[config.mk]
export PLATFORM = sky130hd
export DESIGN_NAME = nsc_core
export DESIGN_NICKNAME = d
export VERILOG_FILES = /design/src/rtl/nsc_pkg.sv /design/src/rtl/nsc_core.sv
export VERILOG_INCLUDE_DIRS = /design/src /design/src/rtl
export SDC_FILE = /design/constraint.sdc
export NUM_CORES = 1
export LEC_CHECK = 0
export BUFFER_PORTS_ARGS = -buffer_cell sky130_fd_sc_hd__buf_2
export CORE_ASPECT_RATIO = 2
export CORE_MARGIN = 2
export CORE_UTILIZATION = 60
export CTS_BUF_LIST = sky130_fd_sc_hd__clkbuf_8
export CTS_CLUSTER_DIAMETER = 80
export DETAILED_ROUTE_END_ITERATION = 10
export PLACE_DENSITY = 0.83
export REMOVE_ABC_BUFFERS = 1
export SYNTH_ARGS = -nofsm -noshare
export SYNTH_HDL_FRONTEND = slang
export SYNTH_SLANG_ARGS = --single-unit
[constraint.sdc]
create_clock -name clk -period 3.6 [get_ports clk]
set_clock_uncertainty 0.15 [all_clocks]
set_input_delay 0.36 -clock clk [delete_from_list [all_inputs] [get_ports clk]]
set_output_delay 0.36 -clock clk [all_outputs]
set_load 0.01 [all_outputs]
[src/rtl/nmea_sentence_checker_defines.svh]
// ----------------------------------------------------------------------------
// nmea_sentence_checker_defines.svh
// Assertion macros shared by the sentence checker modules.
// ----------------------------------------------------------------------------
`ifndef NMEA_SENTENCE_CHECKER_DEFINES_SVH
`define NMEA_SENTENCE_CHECKER_DEFINES_SVH

// Same-cycle implication, sampled on clk, off while rst_n is low
`define NSC_ASSERT_NOW(label, ante, cons, msg) \
    label: assert property (@(posedge clk) disable iff (!rst_n) (ante) |-> (cons)) \
        else $error(msg);

// Next-cycle implication, sampled on clk, off while rst_n is low
`define NSC_ASSERT_NEXT(label, ante, cons, msg) \
    label: assert property (@(posedge clk) disable iff (!rst_n) (ante) |=> (cons)) \
        else $error(msg);

`endif

[src/rtl/nsc_pkg.sv]
// ----------------------------------------------------------------------------
// nsc_pkg
// Types, character constants and helpers for the NMEA sentence checker.
// ----------------------------------------------------------------------------
package nsc_pkg;

    // Characters of interest
    localparam logic [7:0] CH_DOLLAR = 8'h24;
    localparam logic [7:0] CH_STAR   = 8'h2A;
    localparam logic [7:0] CH_LF     = 8'h0A;
    localparam logic [7:0] CH_CR     = 8'h0D;
    localparam logic [7:0] CH_NUL    = 8'h00;
    localparam logic [7:0] CH_0      = 8'h30;
    localparam logic [7:0] CH_9      = 8'h39;
    localparam logic [7:0] CH_UA     = 8'h41;
    localparam logic [7:0] CH_UF     = 8'h46;
    localparam logic [7:0] CH_LA     = 8'h61;
    localparam logic [7:0] CH_LF_HEX = 8'h66;

    // Offsets that map a hex letter onto its value 10..15
    localparam logic [7:0] UPPER_OFS = 8'h37;
    localparam logic [7:0] LOWER_OFS = 8'h57;

    localparam logic [7:0] MIN_BODY  = 8'd6;
    localparam logic [7:0] COUNT_MAX = 8'd255;

    typedef enum logic [2:0] {
        PH_START  = 3'd0,
        PH_BODY   = 3'd1,
        PH_HEX1   = 3'd2,
        PH_HEX2   = 3'd3,
        PH_TAIL0  = 3'd4,
        PH_TAILCR = 3'd5,
        PH_TAILLF = 3'd6,
        PH_STOP   = 3'd7
    } phase_t;

    typedef enum logic [2:0] {
        ERR_NONE     = 3'd0,
        ERR_NODOLLAR = 3'd1,
        ERR_SHORT    = 3'd2,
        ERR_BADHEX   = 3'd3,
        ERR_ZEROSUM  = 3'd4,
        ERR_MISMATCH = 3'd5,
        ERR_NOSUM    = 3'd6,
        ERR_BADTAIL  = 3'd7
    } err_t;

    typedef struct packed {
        logic [7:0] data_byte;
        logic       last_byte;
    } in_item_t;

    typedef struct packed {
        logic       sentence_ok;
        logic [2:0] error_code;
        logic [7:0] computed_sum;
        logic [7:0] body_length;
    } out_item_t;

    // Registered input item handed to the checker core
    typedef struct packed {
        logic     valid;
        in_item_t item;
    } stage_t;

    // Verdict handed from the core to the output register
    typedef struct packed {
        logic      push;
        out_item_t item;
    } verdict_t;

    typedef struct packed {
        logic       ok;
        logic [3:0] nibble;
    } hex_t;

    // Decode one hex digit, either case; ok is low for anything else
    function automatic hex_t hex_decode(input logic [7:0] c);
        hex_t       h;
        logic [7:0] up;
        logic [7:0] lo;
        up = c - UPPER_OFS;
        lo = c - LOWER_OFS;
        h.ok     = 1'b1;
        h.nibble = c[3:0];
        if (c >= CH_0 && c <= CH_9) begin
            h.nibble = c[3:0];
        end else if (c >= CH_UA && c <= CH_UF) begin
            h.nibble = up[3:0];
        end else if (c >= CH_LA && c <= CH_LF_HEX) begin
            h.nibble = lo[3:0];
        end else begin
            h.ok = 1'b0;
        end
        return h;
    endfunction

endpackage

[src/rtl/nsc_core.sv]
// ----------------------------------------------------------------------------
// nsc_core
// Per-byte parse state update and verdict forming for one sentence.
// ----------------------------------------------------------------------------
`include "nmea_sentence_checker_defines.svh"

module nsc_core
    import nsc_pkg::*;
(
    input  logic     clk,
    input  logic     rst_n,
    input  logic     strict_mode,
    input  stage_t   stg,
    input  logic     space,
    output logic     take,
    output verdict_t verdict
);

    phase_t     phase_reg, phase_next;
    err_t       err_reg, err_next;
    logic [7:0] xor_reg, xor_next;
    logic [7:0] cnt_reg, cnt_next;
    logic [7:0] exp_reg, exp_next;

    phase_t     tk_phase;
    err_t       tk_err;
    logic [7:0] tk_xor;
    logic [7:0] tk_cnt;
    logic [7:0] tk_exp;
    logic [7:0] full_exp;
    hex_t       hx;
    err_t       fin_err;
    logic [7:0] c;
    logic       last;

    // Judge whatever phase is still open when the sentence ends
    function automatic err_t finish_code(input phase_t ph, input err_t err,
                                         input logic [7:0] cnt, input logic strict);
        err_t r;
        r = err;
        case (ph)
            PH_BODY:
            begin
                if (cnt < MIN_BODY)
                    r = ERR_SHORT;
                else if (strict)
                    r = ERR_NOSUM;
            end
            PH_HEX1, PH_HEX2: r = ERR_BADHEX;
            PH_TAILCR:        r = ERR_BADTAIL;
            default:          r = err;
        endcase
        return r;
    endfunction

    assign c        = stg.item.data_byte;
    assign last     = stg.item.last_byte;
    assign hx       = hex_decode(c);
    assign full_exp = {exp_reg[7:4], hx.nibble};

    // Advance when the item makes no verdict or the output has room
    assign take = stg.valid && (!last || space);

    // Apply one byte to the parse state
    always_comb
    begin
        tk_phase = phase_reg;
        tk_err   = err_reg;
        tk_xor   = xor_reg;
        tk_cnt   = cnt_reg;
        tk_exp   = exp_reg;
        if (phase_reg == PH_STOP)
        begin
            tk_phase = PH_STOP;
        end
        else if (phase_reg == PH_START)
        begin
            if (c != CH_DOLLAR)
            begin
                tk_err   = ERR_NODOLLAR;
                tk_phase = PH_STOP;
            end
            else
            begin
                tk_phase = PH_BODY;
            end
        end
        else if (c == CH_NUL)
        begin
            tk_err   = finish_code(phase_reg, err_reg, cnt_reg, strict_mode);
            tk_phase = PH_STOP;
        end
        else
        begin
            case (phase_reg)
                PH_BODY:
                begin
                    if (c == CH_STAR)
                    begin
                        if (cnt_reg < MIN_BODY)
                        begin
                            tk_err   = ERR_SHORT;
                            tk_phase = PH_STOP;
                        end
                        else
                        begin
                            tk_phase = PH_HEX1;
                        end
                    end
                    else
                    begin
                        tk_xor = xor_reg ^ c;
                        if (cnt_reg != COUNT_MAX)
                            tk_cnt = cnt_reg + 8'd1;
                    end
                end
                PH_HEX1:
                begin
                    if (!hx.ok)
                    begin
                        tk_err   = ERR_BADHEX;
                        tk_phase = PH_STOP;
                    end
                    else
                    begin
                        tk_exp   = {hx.nibble, 4'h0};
                        tk_phase = PH_HEX2;
                    end
                end
                PH_HEX2:
                begin
                    if (!hx.ok)
                    begin
                        tk_err   = ERR_BADHEX;
                        tk_phase = PH_STOP;
                    end
                    else
                    begin
                        tk_exp = full_exp;
                        if (full_exp == 8'h00)
                        begin
                            tk_err   = ERR_ZEROSUM;
                            tk_phase = PH_STOP;
                        end
                        else if (full_exp != xor_reg)
                        begin
                            tk_err   = ERR_MISMATCH;
                            tk_phase = PH_STOP;
                        end
                        else
                        begin
                            tk_phase = PH_TAIL0;
                        end
                    end
                end
                PH_TAIL0:
                begin
                    if (c == CH_LF)
                        tk_phase = PH_TAILLF;
                    else if (c == CH_CR)
                        tk_phase = PH_TAILCR;
                    else
                    begin
                        tk_err   = ERR_BADTAIL;
                        tk_phase = PH_STOP;
                    end
                end
                PH_TAILCR:
                begin
                    if (c == CH_LF)
                        tk_phase = PH_TAILLF;
                    else
                    begin
                        tk_err   = ERR_BADTAIL;
                        tk_phase = PH_STOP;
                    end
                end
                default:
                begin
                    tk_err   = ERR_BADTAIL;
                    tk_phase = PH_STOP;
                end
            endcase
        end
    end

    // Next state: commit the byte, or clear after the last byte
    always_comb
    begin
        phase_next = phase_reg;
        err_next   = err_reg;
        xor_next   = xor_reg;
        cnt_next   = cnt_reg;
        exp_next   = exp_reg;
        if (take)
        begin
            if (last)
            begin
                phase_next = PH_START;
                err_next   = ERR_NONE;
                xor_next   = 8'h00;
                cnt_next   = 8'h00;
                exp_next   = 8'h00;
            end
            else
            begin
                phase_next = tk_phase;
                err_next   = tk_err;
                xor_next   = tk_xor;
                cnt_next   = tk_cnt;
                exp_next   = tk_exp;
            end
        end
    end

    // Outputs: form the verdict at the last byte
    always_comb
    begin
        fin_err                   = finish_code(tk_phase, tk_err, tk_cnt, strict_mode);
        verdict.push              = stg.valid && last && space;
        verdict.item.sentence_ok  = (fin_err == ERR_NONE);
        verdict.item.error_code   = fin_err;
        verdict.item.computed_sum = tk_xor;
        verdict.item.body_length  = tk_cnt;
    end

    always_ff @(posedge clk or negedge rst_n)
    begin
        if (!rst_n)
        begin
            phase_reg <= PH_START;
            err_reg   <= ERR_NONE;
            xor_reg   <= 8'h00;
            cnt_reg   <= 8'h00;
            exp_reg   <= 8'h00;
        end
        else
        begin
            phase_reg <= phase_next;
            err_reg   <= err_next;
            xor_reg   <= xor_next;
            cnt_reg   <= cnt_next;
            exp_reg   <= exp_next;
        end
    end

    `NSC_ASSERT_NEXT(a_clear_after_verdict, verdict.push,
        phase_reg == PH_START && err_reg == ERR_NONE && cnt_reg == 8'h00,
        "sentence state not cleared after verdict")
    `NSC_ASSERT_NOW(a_error_means_stop, err_reg != ERR_NONE, phase_reg == PH_STOP,
        "error recorded while parsing continues")
    `NSC_ASSERT_NOW(a_ok_matches_code, verdict.push,
        verdict.item.sentence_ok == (verdict.item.error_code == ERR_NONE),
        "verdict flag disagrees with error code")

endmodule

== Yosys cells after proc, flatten, opt, wreduce, memory -nomap -nowiden ==
Cells that the tools add are included.

* Add/subtract/negate cells: 3
* $lt $le $gt $ge: 8
* Eq/ne operators: 20
* Mux-type cells: 62
* Bitwise operators: 1
* Reductions and logical operators: 17

{| class="wikitable"
|+ Operators by type and width
! cell !! count
|-
| $mux 8 || 18
|-
| $mux 3 || 26
|-
| $pmux 3 s5 || 2
|-
| $pmux 3 s3 || 2
|-
| $eq 8x4->1 const B || 2
|-
| $ge 8x7->1 const B || 2
|-
| $le 8x7->1 const B || 2
|-
| $logic_not 8->1 || 2
|-
| $lt 8x3->1 const B || 2
|-
| $mux 4 || 4
|-
| $pmux 8 s2 || 1
|-
| $eq 3x2->1 const B || 4
|-
| $eq 3x3->1 const B || 4
|-
| $mux 2 || 5
|-
| $add 8x1->8 const B || 1
|-
| $eq 8x6->1 const B || 1
|-
| $ge 8x6->1 const B || 1
|-
| $le 8x6->1 const B || 1
|-
| $ne 2x2->1 const B || 4
|-
| $ne 8x6->1 const B || 1
|-
| $ne 8x8->1 || 1
|-
| $ne 8x8->1 const B || 1
|-
| $sub 4x3->4 const B || 2
|-
| $xor 8x8->8 || 1
|-
| other kinds (9) || 21
|}

* Flip-flop bits (word level): 26
* Bits of input ports: 14
* Output and inout bits: 22
* Word-level logic and storage cells: 116

== Logic depth before layout (Yosys ltp) ==
Gate-level depths: netlist of the first run.

* Depth after elaboration: 17
* Mapped depth: 10
* Mapped depth without buffers: 9

== Least setup slack after synthesis of the first run ==
No wires, ideal clock.

* Kind: input to output
* Start point: in stg[8] (netlist bit)
* End point: out verdict[19] (netlist bit)
* Arrival time: 2.743 ns
* Data required time: 3.090 ns
* Slack: 0.347 ns
* Stages on the path: 9
* Buffers on the path: 2
* Cells stage by stage: buf_2 -> or4b_1 -> buf_2 -> or4_4 -> a31oi_4 -> o22ai_2 -> o31a_1 -> o32ai_2 -> o2111a_1

{| class="wikitable"
|+ RTL lines
! item !! line !! text
|-
| from (decl) || nsc_core.sv:13 || <nowiki>input stage_t stg,</nowiki>
|-
| to (decl) || nsc_core.sv:16 || <nowiki>output verdict_t verdict</nowiki>
|}

==> results of run 1 <==
## cells by family (layout without fill, tap and decap cells)
logic type,count (synthesis),in the layout
AND/OR/NAND/NOR,148,148
AO/OA/AOI/OAI,106,106
buffers and inverters,31,75
flip-flops,26,26
XOR/XNOR,19,19
adder cells (fa/ha/maj),7,7
multiplexers,6,6
## worst max-delay path by stage
| stage | from | end | slack (ps) | depth (start not counted) |
|---|---|---|---|---|
| finish | stg[8] | verdict[19] | 50 | 9 |
| global route | stg[2] | verdict[19] | 2 | 11 |
| CTS | stg[2] | verdict[19] | 70 | 11 |
| detailed placement | stg[8] | verdict[19] | 90 | 9 |
| global placement | stg[8] | verdict[19] | 180 | 9 |
| floorplan | phase_reg[0] | verdict[18] | 370 | 7 |
## metal layers
layer,up-vias,global-route usage,part of all wire
met5,-,0,0
met4,0,0.279,0.094
met3,60,0.0446,0.051
met2,153,0.600,0.51
met1,1391,0.361,0.35
li1,1371,-,-
## power groups by stage
| stage | sequential, uW | combinational [uW] | clock [uW] |
|---|---|---|---|
| global route | 464 | 1620 | 175 |
| CTS | 453 | 1460 | 165 |
| detailed placement | 459 | 1450 | 0 |
| global placement | 455 | 1430 | 0 |
| floorplan | 470 | 943 | 0 |
| finish | 459 | 1490 | 164 |
## metrics by stage
step                      instance area [um2]  cells  worst slack [ps]  total power, uW  utilization
after floorplan                          2540    324               365             1410            -
after global placement                   2960    437               177             1880        0.690
after detailed placement                 2960    437              91.7             1910        0.690
after CTS                                3020    441              72.2             2080        0.702
after global routing                     3040    441              2.22             2260        0.706
final                                    3040    441              54.8             2120        0.706
## final cells by class
cell class	instances	area (um2)	area share
multi-input combinational	286	1870	0.615
sequential	26	651	0.214
timing repair buffer	60	365	0.120
tap	54	67.6	0.0223
inverter	12	45.0	0.0148
clock buffer	3	41.3	0.0136
## synthesized netlist by cell type (3+ instances only)
cell        n
a211oi_1    5
a21o_1      5
a21oi_1    17
a22o_1     12
a2bb2oi_1   4
a31oi_1     5
and3_1      4
buf_2       3
clkbuf_1   14
dfrtp_1    26
ha_1        7
inv_1      11
mux2_2      5
nand2_1    46
nand2b_1    3
nand3_1    14
nand4_1     5
nor2_1     22
nor2b_1     9
nor3_1     11
nor3b_1     3
nor4_1      6
o21ai_0    19
o21ai_1     8
o22ai_1     3
o31ai_1     4
or2_2       3
or3_1       3
xnor2_1    12
xor2_1      7
## repair_timing
action / CTS / global route
setup endpoints to repair: 0 / 4
hold endpoints to repair: 26 / 0
hold buffers: 1 / 0
gates resized for setup: 0 / 4
==> flow_summary.toml, run 1 <==
[timing]
fmax_mhz = 282
hold-worst-slack_ps = 250
min_period_over_period = 0.985
slew_violations = 0
setup_tns_ps = 0
fin_crit_ps = 3550
rsz0062_at_grt = "false"
finalHoldViolCount = 0
setup_viol = 0
slew_headroom = 0.287
worst_pin_slew_ps = 1060

[critical_path]
worst_r2r_path_depth = 9
rr_endpoint = "err_reg[1]"
crit_path_end_kind = "primary output"
path_buf_inv = 2
cp.arrival_ps = 3040
path_max_fanout = 9
rrSetupSlack_ps = 960
crit_slowest_cell = "or4b_1"
crit_chain = "buf_2, or4b_1, or3_1, a211oi_1, o22ai_2, o31a_1, o32ai_2, o2111a_1, buf_2"
path_common_cell = "buf_2"
path_class = "in2out"
timing.rr.start = "phase_reg[2]"
worstPathRequired_ps = 3090
critPathTopFamily = "compound AO/OA/AOI/OAI gates"
crit_path_start_kind = "input pin"
cp_slowest_stage_delay_ps = 640

[place]
gp_congestion = 1.01
io_buffers = 35
place_hpwl_um = 6460

[drt]
avgViaCountPerCell = 6.75
wl_per_cell_um = 19.0
wirelength_um = 8380
num_vias = 2975
drtAntennaViolNets = 0
drt_iter0_drc = 105
drc = 0
dr.pass1.iters = 5

[floorplan]
core_area_um2 = 4300
die_x_um = 50.8
pin_count = 36
die_y_um = 97.5
dieArea_um2 = 4950
fp-row-count = 34
initial_utilization = 0.611

[yosys]
postSynthCellCount = 343
yosys-top-cells-area = "dfrtp_1 (25%), nand2_1 (6.6%), a22o_1 (4.0%)"
ys_warn_count = 0
yosys.area_share.adder = 0.0334
synth_flop_cell = "dfrtp_1"
synthArstFlopShare = 1.00
avgSynthCellArea_um2 = 7.65
synth_edf_count = 0
yosysTopAreaCell = "dfrtp_1"
synth.yosys.seq_area_share = 0.248
synth_compound_area_frac = 0.286
synth_cell_types = 68
ys_seq_elements = 26
synth_top_family_by_area = "simple AND/OR/NAND/NOR gates"
synth_xor_area_frac = 0.0634
synthMuxAreaShare = 0.0253
yosys.area_share.simple = 0.296
synth_area_um2 = 2620
synth_top_area_share = 0.248

[flow_run]
maxCapViolCount = 0

[clock_network]
clkSinkCount = 26
numCtsBuffers = 3
post_cts_buffers = 0
cts-root-buf = "clkbuf_8"
cts_max_path_buffers = 2
cts_tree = "built"
path_clk_slew_ps = 80
htree_levels = 1
clock_latency_ps = 270

[global_routing]
grt_pass1_vias = 2921
grt_overflow = 0
antenna_found_initial = 0
grt_pass1_wl_um = 13400
grt_usage = 0.349
grt_max_degree = 27

[pwr]
power.share.switching = 0.498
p_leak_uw = 0.00132
combPwrFrac = 0.706
power.internal_uw = 1060
sequentialPowerShare = 0.217
vdd_ir_drop_max_v = 0.000820
p_per_area_nw_per_um2 = 697
switchingPower_uw = 1050
power.share.clock = 0.077

[finish]
layout_common_cells = "nand2_1 (46), buf_2 (35), dfrtp_1 (26)"
n_antenna_cell = 0
fill_cells = 376
final_nets = 410
area_growth_pct = 15.7
final_common_cell = "nand2_1"
drive_gt1_frac = 0.212

[min_path]
hp-start = "stg[0]"
hold_path_depth = 2
hp-class = "in2reg"
min_to = "xor_reg[0]"

[run_status]
status = "complete, no violations"
(Power assumes the default switching activity.)
==> inputs of run 2 (changes only) <==
ABC_AREA = 1   (was unset)
==> flow_summary.toml, run 2 <==
[floorplan]
fp-row-count = 32
die_x_um = 49.2
core_area_um2 = 3880
die_y_um = 94.4
initial_utilization = 0.631
dieArea_um2 = 4650
pin_count = 36

[critical_path]
path_max_fanout = 8
path_class = "reg2out"
worstPathRequired_ps = 3090
cp.arrival_ps = 2750
crit_path_end_kind = "primary output"
crit_path_start_kind = "register"
worst_r2r_path_depth = 12

[timing]
fmax_mhz = 307
setup_tns_ps = 0
worst_pin_slew_ps = 639
slew_headroom = 0.574
setup_viol = 0
rsz0062_at_grt = "false"
min_period_over_period = 0.904
fin_crit_ps = 3260
finalHoldViolCount = 0
slew_violations = 0

[finish]
area_growth_pct = 13.2
final_common_cell = "nand2_1"
final_nets = 437
layout_common_cells = "nand2_1 (84), inv_1 (66), buf_2 (35)"
drive_gt1_frac = 0.190
n_antenna_cell = 0
fill_cells = 364

[place]
io_buffers = 35
gp_congestion = 0.986
place_hpwl_um = 5480

[min_path]
hp-class = "in2reg"
hold_path_depth = 4

[yosys]
synth_top_area_share = 0.265
postSynthCellCount = 376
synth_common_cells = "nand2_1 (84), inv_1 (66), nor2_1 (33)"
yosysMostFrequentCell = "nand2_1"
synth_cell_types = 33
synthArstFlopShare = 1.00
ys_seq_elements = 26
synth_flop_cell = "dfrtp_1"
synth_edf_count = 0
avgSynthCellArea_um2 = 6.52
yosysTopAreaCell = "dfrtp_1"
ys_warn_count = 0
synth_area_um2 = 2450
yosys-top-cells-area = "dfrtp_1 (27%), nand2_1 (13%), inv_1 (10%)"
synth.yosys.seq_area_share = 0.265

[clock_network]
path_clk_slew_ps = 100
numCtsBuffers = 3
cts_tree = "built"
htree_levels = 1
clkSinkCount = 26
cts-root-buf = "clkbuf_8"
clock_latency_ps = 280
cts_max_path_buffers = 2

[global_routing]
grt_overflow = 0
grt_pass1_vias = 2637
grt_max_degree = 27
antenna_found_initial = 0
grt_usage = 0.320
grt_pass1_wl_um = 11400

[pwr]
combPwrFrac = 0.643
switchingPower_uw = 979
p_leak_uw = 0.00150
power.share.clock = 0.133
power.share.switching = 0.514
sequentialPowerShare = 0.223
vdd_ir_drop_max_v = 0.000722
power.internal_uw = 927
power.total_uw = 1910
p_per_area_nw_per_um2 = 686

[drt]
drtAntennaViolNets = 0
wirelength_um = 7020
drc = 0
num_vias = 2662
wl_per_cell_um = 15.1
dr.pass1.iters = 7
drt_iter0_drc = 118
avgViaCountPerCell = 5.71

[flow_run]
maxCapViolCount = 0

[run_status]
status = "complete, no violations"
-- run 2: final timing paths --
| kind | start | to | slack, ps |
|---|---|---|---|
| max reg2reg | phase_reg[1] | phase_reg[2] | 1330 |
| max in group asynchronous | rst_n | cnt_reg[2] | 2410 |
| min in group asynchronous | rst_n | xor_reg[6] | 480 |
| min | stg[6] | xor_reg[5] | 360 |
| max | phase_reg[1] | verdict[19] | 340 |
| min reg2reg | xor_reg[5] | xor_reg[5] | 430 |
-- run 2: power groups by stage --
stage / logic [uW] / registers, uW / clock network [uW]
detailed placement: 1200 / 429 / 0
CTS: 1210 / 422 / 256
floorplan: 871 / 411 / 0
finish: 1230 / 426 / 254
global placement: 1180 / 427 / 0
global route: 1350 / 432 / 266
-- run 2: area by class of cell --
class	instances	area, um2	share of cell area
multi-input cells	272	1510	0.543
repair buffers	38	200	0.0721
clock buffers	3	41.3	0.0149
flip-flops and latches	26	651	0.234
clock inverters	1	30.0	0.0108
inverters	75	282	0.101
well taps	51	63.8	0.0230
-- run 2: routing by layer --
layer / GRT usage / part of all wire / up-vias
met4: 0.214 / 0.060 / 0
met2: 0.613 / 0.54 / 108
met5: 0 / 0 / -
li1: - / - / 1292
met3: 0.0174 / 0.040 / 38
met1: 0.323 / 0.36 / 1224
-- run 2: critical path, cell delays in order (launching register included) --
cell	delay (ps)
dfrtp_1	430
inv_2	120
nand2_2	90
nor2_4	150
inv_1	180
nand2_1	120
nand2_1	90
inv_1	70
o21ai_1	100
o31ai_1	310
nand2_1	130
inv_1	110
nand3_1	120
nand3_1	120
nand3_2	80
nor2_1	90
buf_2	130
-- run 2: per-stage QoR --
step	instances	setup slack, ps	instance area, um2	util	hold WS [ps]
global route	466	14.6	2780	0.715	374
global placement	461	467	2700	0.694	260
finish	466	344	2780	0.715	358
floorplan	373	968	2440	-	-85.6
detailed placement	461	419	2700	0.694	260
CTS	466	384	2780	0.715	356
-- run 2: logic make-up after synthesis --
kind of cell / synth area share
compound gates: 0.129
fa+ha+maj: 0.0357
buf+inv: 0.119
flops: 0.265
simple gates: 0.408
xor+xnor: 0.0429
-- run 2: repair_timing --
item | 4_1_cts | 5_1_grt
gates resized for setup | 0 | 0
hold endpoints to repair | 26 | 0
hold buffers | 1 | 0
buffers inserted | 0 | 0
==> inputs of run 3 (changes only) <==
CELL_PAD_IN_SITES_DETAIL_PLACEMENT = 1   (was unset)
CELL_PAD_IN_SITES_GLOBAL_PLACEMENT = 1   (was unset)
CORE_UTILIZATION = 42   (was 60)
PLACE_DENSITY = unset   (was 0.83)
PLACE_DENSITY_LB_ADDON = 0.1   (was unset)
==> flow_summary.toml, run 3 (synthesis gave the netlist of run 2 again) <==
[pwr]
p_leak_uw = 0.00150
power.total_uw = 1860
vdd_ir_drop_max_v = 0.000534
p_per_area_nw_per_um2 = 670

[place]
io_buffers = 35
gp_congestion = 0.941
place_ws_ps = 276
place_hpwl_um = 6710

[flow_run]
maxCapViolCount = 0

[timing]
setup_tns_ps = 0
fin_crit_ps = 3280
slew_violations = 0
fin_ws_ps = 320
setup_viol = 0
finalHoldViolCount = 0
worst_pin_slew_ps = 654
rsz0062_at_grt = "false"
min_period_over_period = 0.911
fmax_mhz = 305
slew_headroom = 0.564

[clock_network]
cts_max_path_buffers = 2
cts_tree = "built"
clock_latency_ps = 290
path_clk_slew_ps = 100
numCtsBuffers = 3
htree_levels = 1
clkSinkCount = 26
cts-root-buf = "clkbuf_8"

[global_routing]
grt_max_degree = 27
antenna_found_initial = 0
grt_pass1_vias = 2816
grt_overflow = 0
grt_usage = 0.275
grt_pass1_wl_um = 13500

[finish]
final_nets = 438
layout_common_cells = "nand2_1 (84), inv_1 (66), buf_2 (35)"
final_common_cell = "nand2_1"
fill_cells = 810
multi_input_comb_area_um2 = 1510
register_area_um2 = 651
final_util = 0.491
drive_gt1_frac = 0.192
area_growth_pct = 13.4
n_antenna_cell = 0

[floorplan]
pin_count = 36
initial_utilization = 0.433
die_y_um = 112
die_x_um = 58.0
dieArea_um2 = 6500
fp-row-count = 39
core_area_um2 = 5660

[critical_path]
path_max_fanout = 9
cp.arrival_ps = 2770
worstPathRequired_ps = 3090
path_class = "in2out"
crit_path_start_kind = "input pin"
crit_path_end_kind = "primary output"

[drt]
drt_iter0_drc = 87
drtAntennaViolNets = 0
num_vias = 2708
wl_per_cell_um = 17.3
avgViaCountPerCell = 5.68
dr.pass1.iters = 4
wirelength_um = 8240
drc = 0

[min_path]
hp-class = "in2reg"

[run_status]
status = "complete, no violations"
[run 3: stage by stage]
stage                     std cells  hold slack [ps]  instance area [um2]
final                           477              346                 2780
after CTS                       477              350                 2780
after detailed placement        472              282                 2720
after floorplan                 373            -85.6                 2440
after global placement          472              274                 2720
after global routing            477              386                 2780
[run 3: area by class of cell]
class	count	share of cell area
clock buffers	4	0.0198
inverters	75	0.101
multi-input cells	272	0.543
flip-flops and latches	26	0.234
well taps	61	0.0275
repair buffers	39	0.0747
[run 3: worst max-delay path: stages]
cell	delay [ps]
buf_2	170
inv_1	120
ha_1	240
nand3_2	110
inv_2	30
nand2_1	90
nand2_2	110
nor2_8	180
nand2_4	100
nor2_1	150
xor2_1	260
nand3_1	110
nor2_1	230
nor2_1	70
nor2_1	140
nor2_1	70
nand3_1	70
nor2_1	40
buf_2	130
[run 3: final timing paths]
path	end	cells after the start	from	slack, ps
setup / recovery	verdict[19]	19	stg[1]	320
hold / removal	xor_reg[5]	4	stg[6]	350
setup reg to reg	phase_reg[1]	10	phase_reg[1]	1360
hold reg to reg	exp_reg[4]	2	exp_reg[4]	440
max in group asynchronous	xor_reg[2]	2	rst_n	2420
min in group asynchronous	xor_reg[0]	2	rst_n	460
[run 3: per-layer routing]
metal,vias to the layer above,global-route usage,part of all wire
met5,-,0,0
met4,0,0.192,0.070
met3,34,0.0323,0.026
met2,62,0.520,0.56
met1,1311,0.255,0.34
li1,1301,-,-
[run 3: power by group]
group          internal (uW)  switching, uW  total [uW]
sequential               356           73.4         429
clock                   98.7            110         209
combinational            421            803        1220
total                    876            987        1860
[run 3: timing repair]
| action | CTS | global route |
|---|---|---|
| hold buffers | 1 | 0 |
| endpoints found under the hold margin | 26 | 0 |
| setup buffers | 0 | 0 |
| resized for setup | 0 | 0 |
